### src/rtl/raae_pkg.sv
// Package for the register allocator with age-based eviction.
// Holds sizes, codes and the structs passed between the control unit and the cells.
// No dependencies.
package raae_pkg;

    localparam int HOST_REGS   = 16;
    localparam int SPILL_SLOTS = 32;

    localparam int HIDX_W = (HOST_REGS > 1) ? $clog2(HOST_REGS) : 1;
    localparam int CNT_W  = $clog2(HOST_REGS + 1);
    localparam int SP_W   = (SPILL_SLOTS > 1) ? $clog2(SPILL_SLOTS) : 1;
    localparam int AGE_W  = 8;

    localparam logic [5:0]       VREG_INVALID = 6'd63;
    localparam logic [AGE_W-1:0] AGE_MAX      = 8'd255;

    localparam logic [1:0] K_LOOKUP = 2'd0;
    localparam logic [1:0] K_AGE    = 2'd1;
    localparam logic [1:0] K_PIN    = 2'd2;
    localparam logic [1:0] K_UNPIN  = 2'd3;

    localparam logic [2:0] ST_OK         = 3'd0;
    localparam logic [2:0] ST_ALL_PINNED = 3'd1;
    localparam logic [2:0] ST_INVALID    = 3'd2;
    localparam logic [2:0] ST_PIN_BUSY   = 3'd3;
    localparam logic [2:0] ST_UNTRACKED  = 3'd4;

    typedef struct packed {
        logic [1:0] kind;
        logic [5:0] vreg;
        logic       is_write;
        logic [3:0] pin_host;
        logic [5:0] src1_vreg;
        logic       src1_is_reg;
        logic [5:0] src2_vreg;
        logic       src2_is_reg;
        logic [5:0] dest_vreg;
        logic       dest_is_reg;
    } t_item;

    typedef struct packed {
        logic [3:0] host_reg;
        logic       host_valid;
        logic       spill_store;
        logic [5:0] evicted_vreg;
        logic       restore;
        logic [2:0] status;
    } t_res;

    // search query seen by every cell during a sweep
    typedef struct packed {
        logic [5:0] vreg;
        logic [3:0] pin_host;
    } t_qry;

    // search word handed from cell to cell
    typedef struct packed {
        logic              hit_f;
        logic [HIDX_W-1:0] hit_idx;
        logic              emp_f;
        logic [HIDX_W-1:0] emp_idx;
        logic              best_f;
        logic [AGE_W-1:0]  best_age;
        logic [HIDX_W-1:0] best_idx;
        logic [5:0]        best_vreg;
        logic              pin_busy;
    } t_tok;

    // update broadcast to all cells at the end of a sweep
    typedef struct packed {
        logic              age_upd;
        logic [5:0]        src1_vreg;
        logic              src1_is_reg;
        logic [5:0]        src2_vreg;
        logic              src2_is_reg;
        logic [5:0]        dest_vreg;
        logic              dest_is_reg;
        logic              wr_en;
        logic [HIDX_W-1:0] idx;
        logic [5:0]        wr_vreg;
        logic              set_pin;
        logic              clr_pin;
        logic              clr_age;
    } t_cmd;

    function automatic logic tracked(input logic [5:0] v);
        return int'(v) < SPILL_SLOTS;
    endfunction

endpackage

### src/rtl/raae_cell.sv
// One host register entry of the allocator chain: mapping, age and pin bit.
// Merges its entry into the search word and passes it on each cycle.
// Depends on raae_pkg.
module raae_cell
    import raae_pkg::*;
(
    input  logic              i_clk,
    input  logic              i_rst_n,
    input  logic [HIDX_W-1:0] i_idx,
    input  t_qry              i_qry,
    input  t_cmd              i_cmd,
    input  t_tok              i_tok,
    output t_tok              o_tok
);

    logic             r_empty;
    logic [5:0]       r_vreg;
    logic [AGE_W-1:0] r_age;
    logic             r_pinned;

    logic my_hit;
    logic op_hit;
    logic sel;
    t_tok n_tok;

    assign my_hit = !r_empty && (r_vreg == i_qry.vreg);
    assign op_hit = !r_empty &&
                    ((i_cmd.src1_is_reg && r_vreg == i_cmd.src1_vreg) ||
                     (i_cmd.src2_is_reg && r_vreg == i_cmd.src2_vreg) ||
                     (i_cmd.dest_is_reg && r_vreg == i_cmd.dest_vreg));
    assign sel    = (i_cmd.idx == i_idx);

    always_comb begin
        n_tok = i_tok;
        if (!i_tok.hit_f && my_hit) begin
            n_tok.hit_f   = 1'b1;
            n_tok.hit_idx = i_idx;
        end
        if (!i_tok.emp_f && r_empty) begin
            n_tok.emp_f   = 1'b1;
            n_tok.emp_idx = i_idx;
        end
        if (!r_pinned && (!i_tok.best_f || r_age > i_tok.best_age)) begin
            n_tok.best_f    = 1'b1;
            n_tok.best_age  = r_age;
            n_tok.best_idx  = i_idx;
            n_tok.best_vreg = r_vreg;
        end
        if (!r_empty && i_qry.pin_host[HIDX_W-1:0] == i_idx) begin
            n_tok.pin_busy = 1'b1;
        end
    end

    always_ff @(posedge i_clk) begin
        o_tok <= n_tok;
    end

    always_ff @(posedge i_clk) begin
        if (!i_rst_n) begin
            r_empty  <= 1'b1;
            r_age    <= '0;
            r_pinned <= 1'b0;
        end else begin
            if (i_cmd.age_upd) begin
                if (op_hit) begin
                    r_age <= '0;
                end else if (r_age != AGE_MAX) begin
                    r_age <= r_age + 1'b1;
                end
            end
            if (sel && i_cmd.clr_age) begin
                r_age <= '0;
            end
            if (sel && i_cmd.wr_en) begin
                r_empty <= 1'b0;
            end
            if (sel && i_cmd.set_pin) begin
                r_pinned <= 1'b1;
            end
            if (sel && i_cmd.clr_pin) begin
                r_pinned <= 1'b0;
            end
        end
    end

    always_ff @(posedge i_clk) begin
        if (sel && i_cmd.wr_en) begin
            r_vreg <= i_cmd.wr_vreg;
        end
    end

endmodule

### src/rtl/raae_ctrl.sv
// Control unit of the allocator: handshakes, sweep counter, spilled-vreg mask,
// decision from the final search word and the output register.
// Depends on raae_pkg.
module raae_ctrl
    import raae_pkg::*;
(
    input  logic  i_clk,
    input  logic  i_rst_n,
    input  logic  i_in_valid,
    output logic  o_in_ready,
    input  t_item i_item,
    output logic  o_out_valid,
    input  logic  i_out_ready,
    output t_res  o_res,
    output t_qry  o_qry,
    output t_cmd  o_cmd,
    input  t_tok  i_tok
);

    typedef enum logic [1:0] {
        S_IDLE  = 2'b01,
        S_SWEEP = 2'b10
    } t_state;

    t_state                 r_state, n_state;
    logic [CNT_W-1:0]       r_cnt, n_cnt;
    logic [SPILL_SLOTS-1:0] r_spilled, n_spilled;
    logic                   r_ovalid, n_ovalid;
    t_item                  r_item;
    t_res                   r_res;

    t_res res;
    t_cmd cmd;
    logic done;
    logic fire;
    logic placed;
    logic [SPILL_SLOTS-1:0] set_m, clr_m;

    assign o_in_ready  = (r_state == S_IDLE);
    assign o_out_valid = r_ovalid;
    assign o_res       = r_res;
    assign o_qry       = '{vreg: r_item.vreg, pin_host: r_item.pin_host};
    assign o_cmd       = cmd;

    assign done = (r_state == S_SWEEP) && (r_cnt == CNT_W'(HOST_REGS));
    assign fire = done && (!r_ovalid || i_out_ready);

    always_comb begin
        res    = '0;
        cmd    = '0;
        placed = 1'b0;
        set_m  = '0;
        clr_m  = '0;
        cmd.src1_vreg   = r_item.src1_vreg;
        cmd.src1_is_reg = r_item.src1_is_reg;
        cmd.src2_vreg   = r_item.src2_vreg;
        cmd.src2_is_reg = r_item.src2_is_reg;
        cmd.dest_vreg   = r_item.dest_vreg;
        cmd.dest_is_reg = r_item.dest_is_reg;
        cmd.wr_vreg     = r_item.vreg;
        case (r_item.kind)
            K_AGE: begin
                cmd.age_upd = 1'b1;
            end
            K_PIN: begin
                if (r_item.vreg == VREG_INVALID) begin
                    res.status = ST_INVALID;
                end else if (32'(r_item.pin_host) >= HOST_REGS || i_tok.pin_busy) begin
                    res.status = ST_PIN_BUSY;
                end else begin
                    cmd.wr_en      = 1'b1;
                    cmd.set_pin    = 1'b1;
                    cmd.idx        = r_item.pin_host[HIDX_W-1:0];
                    res.host_reg   = r_item.pin_host;
                    res.host_valid = 1'b1;
                end
            end
            K_UNPIN: begin
                if (r_item.vreg == VREG_INVALID) begin
                    res.status = ST_INVALID;
                end else if (i_tok.hit_f) begin
                    cmd.clr_pin    = 1'b1;
                    cmd.idx        = i_tok.hit_idx;
                    res.host_reg   = 4'(i_tok.hit_idx);
                    res.host_valid = 1'b1;
                end
            end
            K_LOOKUP: begin
                if (r_item.vreg == VREG_INVALID) begin
                    res.status = ST_INVALID;
                end else if (i_tok.hit_f) begin
                    res.host_reg   = 4'(i_tok.hit_idx);
                    res.host_valid = 1'b1;
                    cmd.idx        = i_tok.hit_idx;
                end else if (i_tok.emp_f) begin
                    placed         = 1'b1;
                    cmd.wr_en      = 1'b1;
                    cmd.idx        = i_tok.emp_idx;
                    res.host_reg   = 4'(i_tok.emp_idx);
                    res.host_valid = 1'b1;
                end else if (i_tok.best_f) begin
                    placed           = 1'b1;
                    cmd.wr_en        = 1'b1;
                    cmd.idx          = i_tok.best_idx;
                    res.host_reg     = 4'(i_tok.best_idx);
                    res.host_valid   = 1'b1;
                    res.spill_store  = 1'b1;
                    res.evicted_vreg = i_tok.best_vreg;
                    if (tracked(i_tok.best_vreg)) begin
                        set_m[i_tok.best_vreg[SP_W-1:0]] = 1'b1;
                    end else begin
                        res.status = ST_UNTRACKED;
                    end
                end else begin
                    res.status = ST_ALL_PINNED;
                end
                if (placed && !r_item.is_write) begin
                    if (!tracked(r_item.vreg)) begin
                        res.status = ST_UNTRACKED;
                    end else if (r_spilled[r_item.vreg[SP_W-1:0]]) begin
                        res.restore = 1'b1;
                        cmd.clr_age = 1'b1;
                        clr_m[r_item.vreg[SP_W-1:0]] = 1'b1;
                    end
                end
            end
            default: begin
                res = '0;
            end
        endcase
        if (!fire) begin
            cmd   = '0;
            set_m = '0;
            clr_m = '0;
        end
    end

    always_comb begin
        n_state   = r_state;
        n_cnt     = r_cnt;
        n_spilled = (r_spilled | set_m) & ~clr_m;
        n_ovalid  = r_ovalid;
        if (r_ovalid && i_out_ready) begin
            n_ovalid = 1'b0;
        end
        case (r_state)
            S_IDLE: begin
                if (i_in_valid) begin
                    n_state = S_SWEEP;
                    n_cnt   = '0;
                end
            end
            S_SWEEP: begin
                if (!done) begin
                    n_cnt = r_cnt + 1'b1;
                end else if (fire) begin
                    n_state  = S_IDLE;
                    n_ovalid = 1'b1;
                end
            end
            default: begin
                n_state = S_IDLE;
            end
        endcase
    end

    always_ff @(posedge i_clk) begin
        if (!i_rst_n) begin
            r_state   <= S_IDLE;
            r_cnt     <= '0;
            r_spilled <= '0;
            r_ovalid  <= 1'b0;
        end else begin
            r_state   <= n_state;
            r_cnt     <= n_cnt;
            r_spilled <= n_spilled;
            r_ovalid  <= n_ovalid;
        end
    end

    always_ff @(posedge i_clk) begin
        if (o_in_ready && i_in_valid) begin
            r_item <= i_item;
        end
        if (fire) begin
            r_res <= res;
        end
    end

endmodule

### src/rtl/register_allocator_age_evict_top.sv
// Register allocator with age-based eviction, top level.
// Takes one request word, returns one result word: host register, spill and restore.
// Depends on raae_pkg, raae_cell and raae_ctrl.
//
// Input stream: s_axis_tuser carries the request kind (lookup, age update, pin,
// unpin); s_axis_tdata carries the virtual register, write flag, pin target and
// the three operands of a finished instruction.
// Output stream: m_axis_tdata carries host register, valid flag, spill flag,
// evicted register, restore flag and status.
// Each request is searched by a row of HOST_REGS entry cells; the search word
// moves one cell per cycle, and the result word is loaded into the output register
// once the word has passed the last cell; one request is in flight at a time, so
// the block takes no new request before it has finished the last one.
// The block is ready for the next request once the result is loaded into the output
// register, even while that result waits.
// A stalled receiver holds the result; a finished search then waits for the
// output register to drain before updating the entries.
// Reset empties all entries, clears ages, pins and spilled marks; the block is
// ready for requests as soon as reset is released.
module register_allocator_age_evict_top
    import raae_pkg::*;
(
    input  logic        i_clk,
    input  logic        i_rst_n,
    input  logic        s_axis_tvalid,
    output logic        s_axis_tready,
    // [5:0] vreg, [6] is_write, [10:7] pin_host, [16:11] src1_vreg,
    // [17] src1_is_reg, [23:18] src2_vreg, [24] src2_is_reg,
    // [30:25] dest_vreg, [31] dest_is_reg
    input  logic [31:0] s_axis_tdata,
    // [1:0] kind
    input  logic [1:0]  s_axis_tuser,
    output logic        m_axis_tvalid,
    input  logic        m_axis_tready,
    // [3:0] host_reg, [4] host_valid, [5] spill_store, [11:6] evicted_vreg,
    // [12] restore, [15:13] status
    output logic [15:0] m_axis_tdata
);

    t_item item;
    t_res  res;
    t_qry  qry;
    t_cmd  cmd;
    t_tok  tok [HOST_REGS+1];

    assign item.kind        = s_axis_tuser;
    assign item.vreg        = s_axis_tdata[5:0];
    assign item.is_write    = s_axis_tdata[6];
    assign item.pin_host    = s_axis_tdata[10:7];
    assign item.src1_vreg   = s_axis_tdata[16:11];
    assign item.src1_is_reg = s_axis_tdata[17];
    assign item.src2_vreg   = s_axis_tdata[23:18];
    assign item.src2_is_reg = s_axis_tdata[24];
    assign item.dest_vreg   = s_axis_tdata[30:25];
    assign item.dest_is_reg = s_axis_tdata[31];

    assign m_axis_tdata = {res.status, res.restore, res.evicted_vreg,
                           res.spill_store, res.host_valid, res.host_reg};

    assign tok[0] = '0;

    raae_ctrl u_ctrl (
        .i_clk       (i_clk),
        .i_rst_n     (i_rst_n),
        .i_in_valid  (s_axis_tvalid),
        .o_in_ready  (s_axis_tready),
        .i_item      (item),
        .o_out_valid (m_axis_tvalid),
        .i_out_ready (m_axis_tready),
        .o_res       (res),
        .o_qry       (qry),
        .o_cmd       (cmd),
        .i_tok       (tok[HOST_REGS])
    );

    for (genvar k = 0; k < HOST_REGS; k++) begin : g_cell
        raae_cell u_cell (
            .i_clk   (i_clk),
            .i_rst_n (i_rst_n),
            .i_idx   (HIDX_W'(k)),
            .i_qry   (qry),
            .i_cmd   (cmd),
            .i_tok   (tok[k]),
            .o_tok   (tok[k+1])
        );
    end

endmodule

### config.mk
export PLATFORM = sky130hd
export DESIGN_NAME = register_allocator_age_evict_top
export DESIGN_NICKNAME = d
export VERILOG_FILES = /design/src/rtl/raae_pkg.sv /design/src/rtl/raae_cell.sv /design/src/rtl/raae_ctrl.sv /design/src/rtl/register_allocator_age_evict_top.sv
export SDC_FILE = /design/constraint.sdc
export NUM_CORES = 2
export LEC_CHECK = 0
export BUFFER_PORTS_ARGS = -buffer_cell sky130_fd_sc_hd__buf_2
export CAP_MARGIN = 5
export CORE_ASPECT_RATIO = 0.75
export CORE_UTILIZATION = 68
export DETAILED_ROUTE_END_ITERATION = 6
export GPL_ROUTABILITY_DRIVEN = 0
export PLACE_DENSITY = 0.85
export SLEW_MARGIN = 20
export SYNTH_ARGS = -nofsm -noshare
export SYNTH_HDL_FRONTEND = slang
export SYNTH_SLANG_ARGS = --single-unit
### constraint.sdc
create_clock -name i_clk -period 7.8 [get_ports i_clk]
set_clock_uncertainty 0.2 [all_clocks]
set_input_delay 0 -clock i_clk [delete_from_list [all_inputs] [get_ports i_clk]]
set_output_delay 0 -clock i_clk [all_outputs]
set_load 0.02 [all_outputs]
# Word level (Yosys, flattened, before mapping)
# Index checks and enable logic that the tools add are counted.
# word_totals
inputBits,38
elab_cells,933
ff_bits,818
output_inout_bits,18
# classes
n_addsub,17
order_cmp,21
mux,130
bitwise,6
n_reduce_logical,411
n_eq_ne,121
# op_table
operator,count
$eq A6 B6 Y1,64
$mux W32,12
$mux W8,32
$mux W18,14
$logic_and A1 B1 Y1,212
$add A8 B1 Y8 const B,16
$ne A8 B8 Y1 const B,16
$gt A8 B8 Y1,15
$logic_not A1 Y1,78
$mux W5,15
$eq A4 B4 Y1 const B,16
$reduce_or A2 Y1,32
$logic_or A1 B1 Y1,48
$mux W36,1
$reduce_and A2 Y1,17
$reduce_bool A2 Y1,17
$and A32 B32 Y32,1
$eq A4 B3 Y1 const B,8
$not A32 Y32,1
$or A32 B32 Y32,1
$mux W1,25
$mux W12,2
$mux W3,8
$mux W19,1
30 further kinds,54

# Logic depth before layout (Yosys ltp)
# depth
depth_word,16
ltp_mapped,13
ltp_nobuf,10

# Hierarchy
# From an unflattened synthesis, not the netlist that was laid out.
# hier_totals
cells_unflattened,3863
hier_area_um2,41104.4
# modules_own_cells
mod,area_each_um2,seq_area_each_um2,n_inst,cells_per_inst
raae_cell at g_cell[0].u_cell ...,2287.2,980.9,13,213
raae_cell at g_cell[7].u_cell ...,2280.9,980.9,3,211
raae_ctrl,4520.6,2302.2,1,459
register_allocator_age_evict_top,7.5,0.0,1,2

# Least setup slack after synthesis
# No wires, ideal clock.
# synth_path
path_kind,reg-to-reg
startpoint,reg u_ctrl.r_cnt[0]
endpoint,"reg g_cell[10].u_cell.r_vreg[0], enable pin"
path_stages_with_launch,10
path_buffers,1
setup_time_ns,0.388
path_slack_ns,4.533
synth_period_minus_slack_ns,3.267
t_required_ns,7.212
arrival_time_ns,2.679
cell_sequence,dfxtp_1 inv_1 ha_1 nor4bb_1 clkbuf_1 nand3_1 inv_1 nand2_1 or3_1 nor4_1
# synth_via
elab_chain_len,6
# synth_rtl
element,line,rtl
"start, declared",raae_ctrl.sv:26,"logic [CNT_W-1:0] r_cnt, n_cnt;"
"start signal, assigned",raae_ctrl.sv:175,r_cnt <= n_cnt;
$eq A5 B5 Y1 *,raae_ctrl.sv:45,assign done = (r_state == S_SWEEP) && (r_cnt == CNT_W'(HOST_REGS));
$logic_and A1 B1 Y1 *,raae_ctrl.sv:45,
$logic_and A1 B1 Y1 *,raae_ctrl.sv:46,assign fire = done && (!r_ovalid || i_out_ready);
$mux W36 *,raae_ctrl.sv:131,if (!fire) begin
$eq A4 B4 Y1,raae_cell.sv:31,assign sel = (i_cmd.idx == i_idx);
$logic_and A1 B1 Y1 *,raae_cell.sv:87,if (sel && i_cmd.wr_en) begin
"end signal, assigned",raae_cell.sv:88,r_vreg <= i_cmd.wr_vreg;
"end, declared",raae_cell.sv:17,logic [5:0] r_vreg;
# Mark *: on every way between the ends. The rest lies on a longest branch, timed or not.
# A chain may end at the register's enable or synchronous reset.

# Worst setup path after layout
# layout_path
startpoint,reg u_ctrl.r_cnt[0]
endpoint,reg g_cell[14].u_cell.r_age[3]
# layout_via
elab_chain_len,11
word_cells_on_any_way,19
classes_between,5 x eq/ne; 2 x mux; 12 x reduce/logical
# layout_rtl
element,line,rtl
$eq A5 B5 Y1 *,raae_ctrl.sv:45,
$logic_and A1 B1 Y1 *,raae_ctrl.sv:45,
$logic_and A1 B1 Y1 *,raae_ctrl.sv:46,
$mux W36 *,raae_ctrl.sv:131,
"$eq A6 B6 Y1, on equally long branches","raae_cell.sv:28, raae_cell.sv:29",
"$logic_and A1 B1 Y1, on equally long branches","raae_cell.sv:28, raae_cell.sv:29",
$logic_or A1 B1 Y1,raae_cell.sv:28,((i_cmd.src1_is_reg && r_vreg == i_cmd.src1_vreg) ||
$logic_or A1 B1 Y1,raae_cell.sv:29,(i_cmd.src2_is_reg && r_vreg == i_cmd.src2_vreg) ||
$logic_and A1 B1 Y1,raae_cell.sv:27,assign op_hit = !r_empty &&
$reduce_bool A2 Y1 (no source line),-,
$reduce_and A2 Y1 (no source line),-,
"end signal, assigned",raae_cell.sv:68,r_age <= r_age + 1'b1;
"end, declared",raae_cell.sv:18,logic [AGE_W-1:0] r_age;
# Marks and branches as above.

==> flow_metrics.py <==
metrics = {
    "global_routing": {
        "grt_overflow": 0,
        "antenna_found_initial": 2,
        "grt.total_usage_pct": 39.0,
        "grt_max_degree": 68,
        "grt_pass1_vias": 29170,
        "grt_first_pass_wirelength_um": 163000,
    },
    "logic_synthesis": {
        "ys_warn_count": 0,
        "synth_flop_cell": "dfxtp_1",
        "synth_cell_types": 87,
        "syn_area_um2": 36200,
        "synthCells": 3639,
        "synth_top_cell_by_area": "dfxtp_1",
        "yosysSeqAreaShare_pct": 46.8,
        "synth.area.top_cells": "dfxtp_1, edfxtp_1, mux2_2",
        "synth_fp_nets": 3815,
        "synth_top_area_share_pct": 34.7,
        "ys_ff_latch": 773,
        "async_flop_share_pct": 0,
        "synth_area_per_cell_um2": 9.95,
        "synth_enable_flop_cells": 146,
    },
    "worst_hold_path": {
        "hold_path_startpoint": "g_cell[2].u_cell.o_tok[21]",
        "hp-class": "register to register",
        "min_to": "g_cell[3].u_cell.o_tok[21]",
        "hold_depth": 1,
    },
    "worst_setup_path": {
        "worstSetupPathType": "register to register",
        "worstPathArrival_ps": 5360,
        "endpoint_kind": "register",
        "critPathMaxFanout": 44,
        "worstPathRequired_ps": 8120,
        "reg2reg_to": "g_cell[14].u_cell.r_age[3]",
        "startpoint_type": "register",
        "r2r_start": "u_ctrl.r_cnt[0]",
        "reg2reg_slack_ps": 2760,
        "rr_worst_depth": 12,
    },
    "drt": {
        "postRouteAntennaNets": 0,
        "avgRoutedWirePerCell_um": 24.1,
        "vias": 29184,
        "drt_iter0_markers": 4546,
        "drc": 109,
        "dr.pass1.iters": 7,
        "drt-total-wl_um": 106000,
        "viasPerCell": 6.63,
    },
    "sta": {
        "holdWs_ps": 195,
        "fin_crit_sh_pct": 64.6,
        "finalMaxSlewViolations": 0,
        "fin_setup_tns_ps": 0,
        "rsz0062_at_grt": "no",
        "tightest_slew_ps": 1240,
        "setup_violations": 0,
        "relSlewSlack_pct": 17.2,
        "max_freq_mhz": 199,
        "hold_viol": 0,
        "min_period_ps": 5040,
    },
    "power": {
        "p_per_area_nw_per_um2": 202,
        "power_leakage_nw": 14.6,
        "ir_worst_vdd_uv": 258,
    },
    "clocking": {
        "cts-root-buf": "clkbuf_16",
        "numClockSinks": 773,
        "clk_latency_ps": 640,
        "ctsLongestPathBuffers": 3,
        "cts_tree": "yes",
        "htree_levels": 3,
        "cts_buffers": 71,
        "clkTransAtPathRegs_ps": 90,
    },
    "floorplan": {
        "die_h_um": 202,
        "core_um2": 52100,
        "ioPinCount": 56,
        "initial_utilization_pct": 69.5,
        "dieWidth_um": 268,
        "row_count": 72,
        "fp.dieArea_um2": 54200,
    },
    "placed_design": {
        "hpwlAfterDp_um": 69700,
        "dpl.cell_count": 4199,
        "port_buffers": 55,
    },
    "final_layout": {
        "area_growth_pct": 10.1,
        "fin_nets": 3818,
        "layout_common_cells": "dfxtp_1, xnor2_1, mux2_2",
        "layout-drive-gt1-share_pct": 14.5,
        "fin_cells": 4402,
        "mostFrequentLayoutCell": "dfxtp_1",
        "nFillCells": 3244,
    },
    "flow_run": {
        "drv_cap": 0,
    },
    "status": {
        "status": "finished with violations",
        "violations": "design-rule violations",
    },
}
==> sequential cells by signal (all words and copies together) (netlist names) <==
name and count:
u_ctrl.r_item 24, u_ctrl.o_qry 10, g_cell.u_cell.r_age 128, u_ctrl.o_out_valid 1
g_cell.u_cell.r_empty 16, u_ctrl.r_cnt 5, g_cell.u_cell.r_vreg 96, g_cell.u_cell.o_tok 427
u_ctrl.o_res 16, g_cell.u_cell.r_pinned 16, u_ctrl.r_spilled 32, u_ctrl.r_state 2
==> where the power goes <==
group	leakage, nW	total (mW)	internal [mW]	switching, mW
clock	1.15	3.60	2.04	1.56
sequential	6.20	4.09	4.07	0.0169
combinational	7.24	0.364	0.130	0.234
total	14.6	8.05	6.24	1.81
==> worst max-delay path, cell delays in order (launching register included) <==
cell	delay (ps)
dfxtp_1	350
inv_1	90
ha_1	190
nor4bb_4	690
nand3_2	110
buf_4	340
inv_1	130
buf_4	530
and2_2	960
o21ai_0	450
nor3_1	460
nand2_1	140
o32ai_1	230
==> what timing repair did <==
item | CTS | global route
gates resized for setup | 0 | 0
buffers inserted | 0 | 0
endpoints found under the hold margin | 100 | 0
hold buffers | 72 | 0
setup endpoints to repair | 0 | 0
==> synthesized netlist by cell type (all sizes together), types with 5 or more instances <==
cell type and number:
dfxtp 627, xnor2 208, mux2 195, inv 192
nor2 182, nand2 161, xor2 156, edfxtp 146
ha 138, clkbuf 134, o21ai 123, buf 109
nand3 105, a21oi 104, or2 95, nor2b 92
nand2b 82, nand4 82, nor3 78, a31oi 66
nor4 60, and3 58, o21a 40, o32ai 40
and2 39, mux2i 33, nand3b 30, a21o 24
nor4bb 23, a211oi 21, a32oi 19, o22ai 16
o31ai 14, o211ai 13, or3 13, a2111oi 12
nor3b 10, a31o 7, o2111ai 7, or4 7
o221a 6, a221oi 5, o2bb2ai 5, o32a 5
==> worst max path at each step <==
stage	from	depth (start not counted)	to	slack, ps
2_1_floorplan	u_ctrl.r_cnt[0]	9	g_cell[10].u_cell.r_vreg[0]	4530
4_1_cts	u_ctrl.r_cnt[0]	12	g_cell[14].u_cell.r_age[3]	2710
5_1_grt	u_ctrl.r_cnt[0]	12	g_cell[14].u_cell.r_age[3]	2500
3_5_place_dp	u_ctrl.r_cnt[0]	12	g_cell[14].u_cell.r_age[3]	2790
6_report	u_ctrl.r_cnt[0]	12	g_cell[14].u_cell.r_age[3]	2760
3_3_place_gp	u_ctrl.r_cnt[0]	12	g_cell[14].u_cell.r_age[3]	3160
==> per-stage QoR <==
step / setup WS (ps) / total power [mW] / area, µm² / util, %
floorplan: 4530 / 4.38 / 36200 / -
global placement: 3160 / 4.47 / 36700 / 70.5
detailed placement: 2790 / 4.48 / 36700 / 70.5
CTS: 2710 / 8.00 / 39800 / 76.5
global route: 2500 / 8.22 / 39800 / 76.5
finish: 2760 / 8.05 / 39800 / 76.5
==> layout make-up <==
| class | count | area (µm²) | share of cell area [%] |
|---|---|---|---|
| sequential | 773 | 16900 | 42.5 |
| tap | 703 | 880 | 2.21 |
| multi-input combinational | 2430 | 17600 | 44.1 |
| inverter | 193 | 724 | 1.82 |
| timing repair buffer | 173 | 1340 | 3.36 |
| clock inverter | 23 | 267 | 0.669 |
| clock buffer | 106 | 2100 | 5.28 |
| antenna | 1 | 2.50 | 0.00628 |
==> per-layer routing <==
layer	GRT usage [%]	vias up	wire, µm
met2	59.2	2088	45700
met1	48.0	13669	38800
met3	14.1	617	14500
li1	-	12804	-
met5	0	-	96
met4	21.8	6	7090
==> cells by family (layout without fill, tap and decap cells) <==
family	after synthesis	count (layout)	share of synthesized area [%]
compound gates	568	568	10.8
xor+xnor	364	364	8.81
fa+ha+maj	138	138	4.77
buf+inv	436	495	4.74
flops	773	773	46.8
mux	228	228	6.98
other cells	0	1	0
simple gates	1132	1132	17.2
Power figures use the tool's default switching activity.
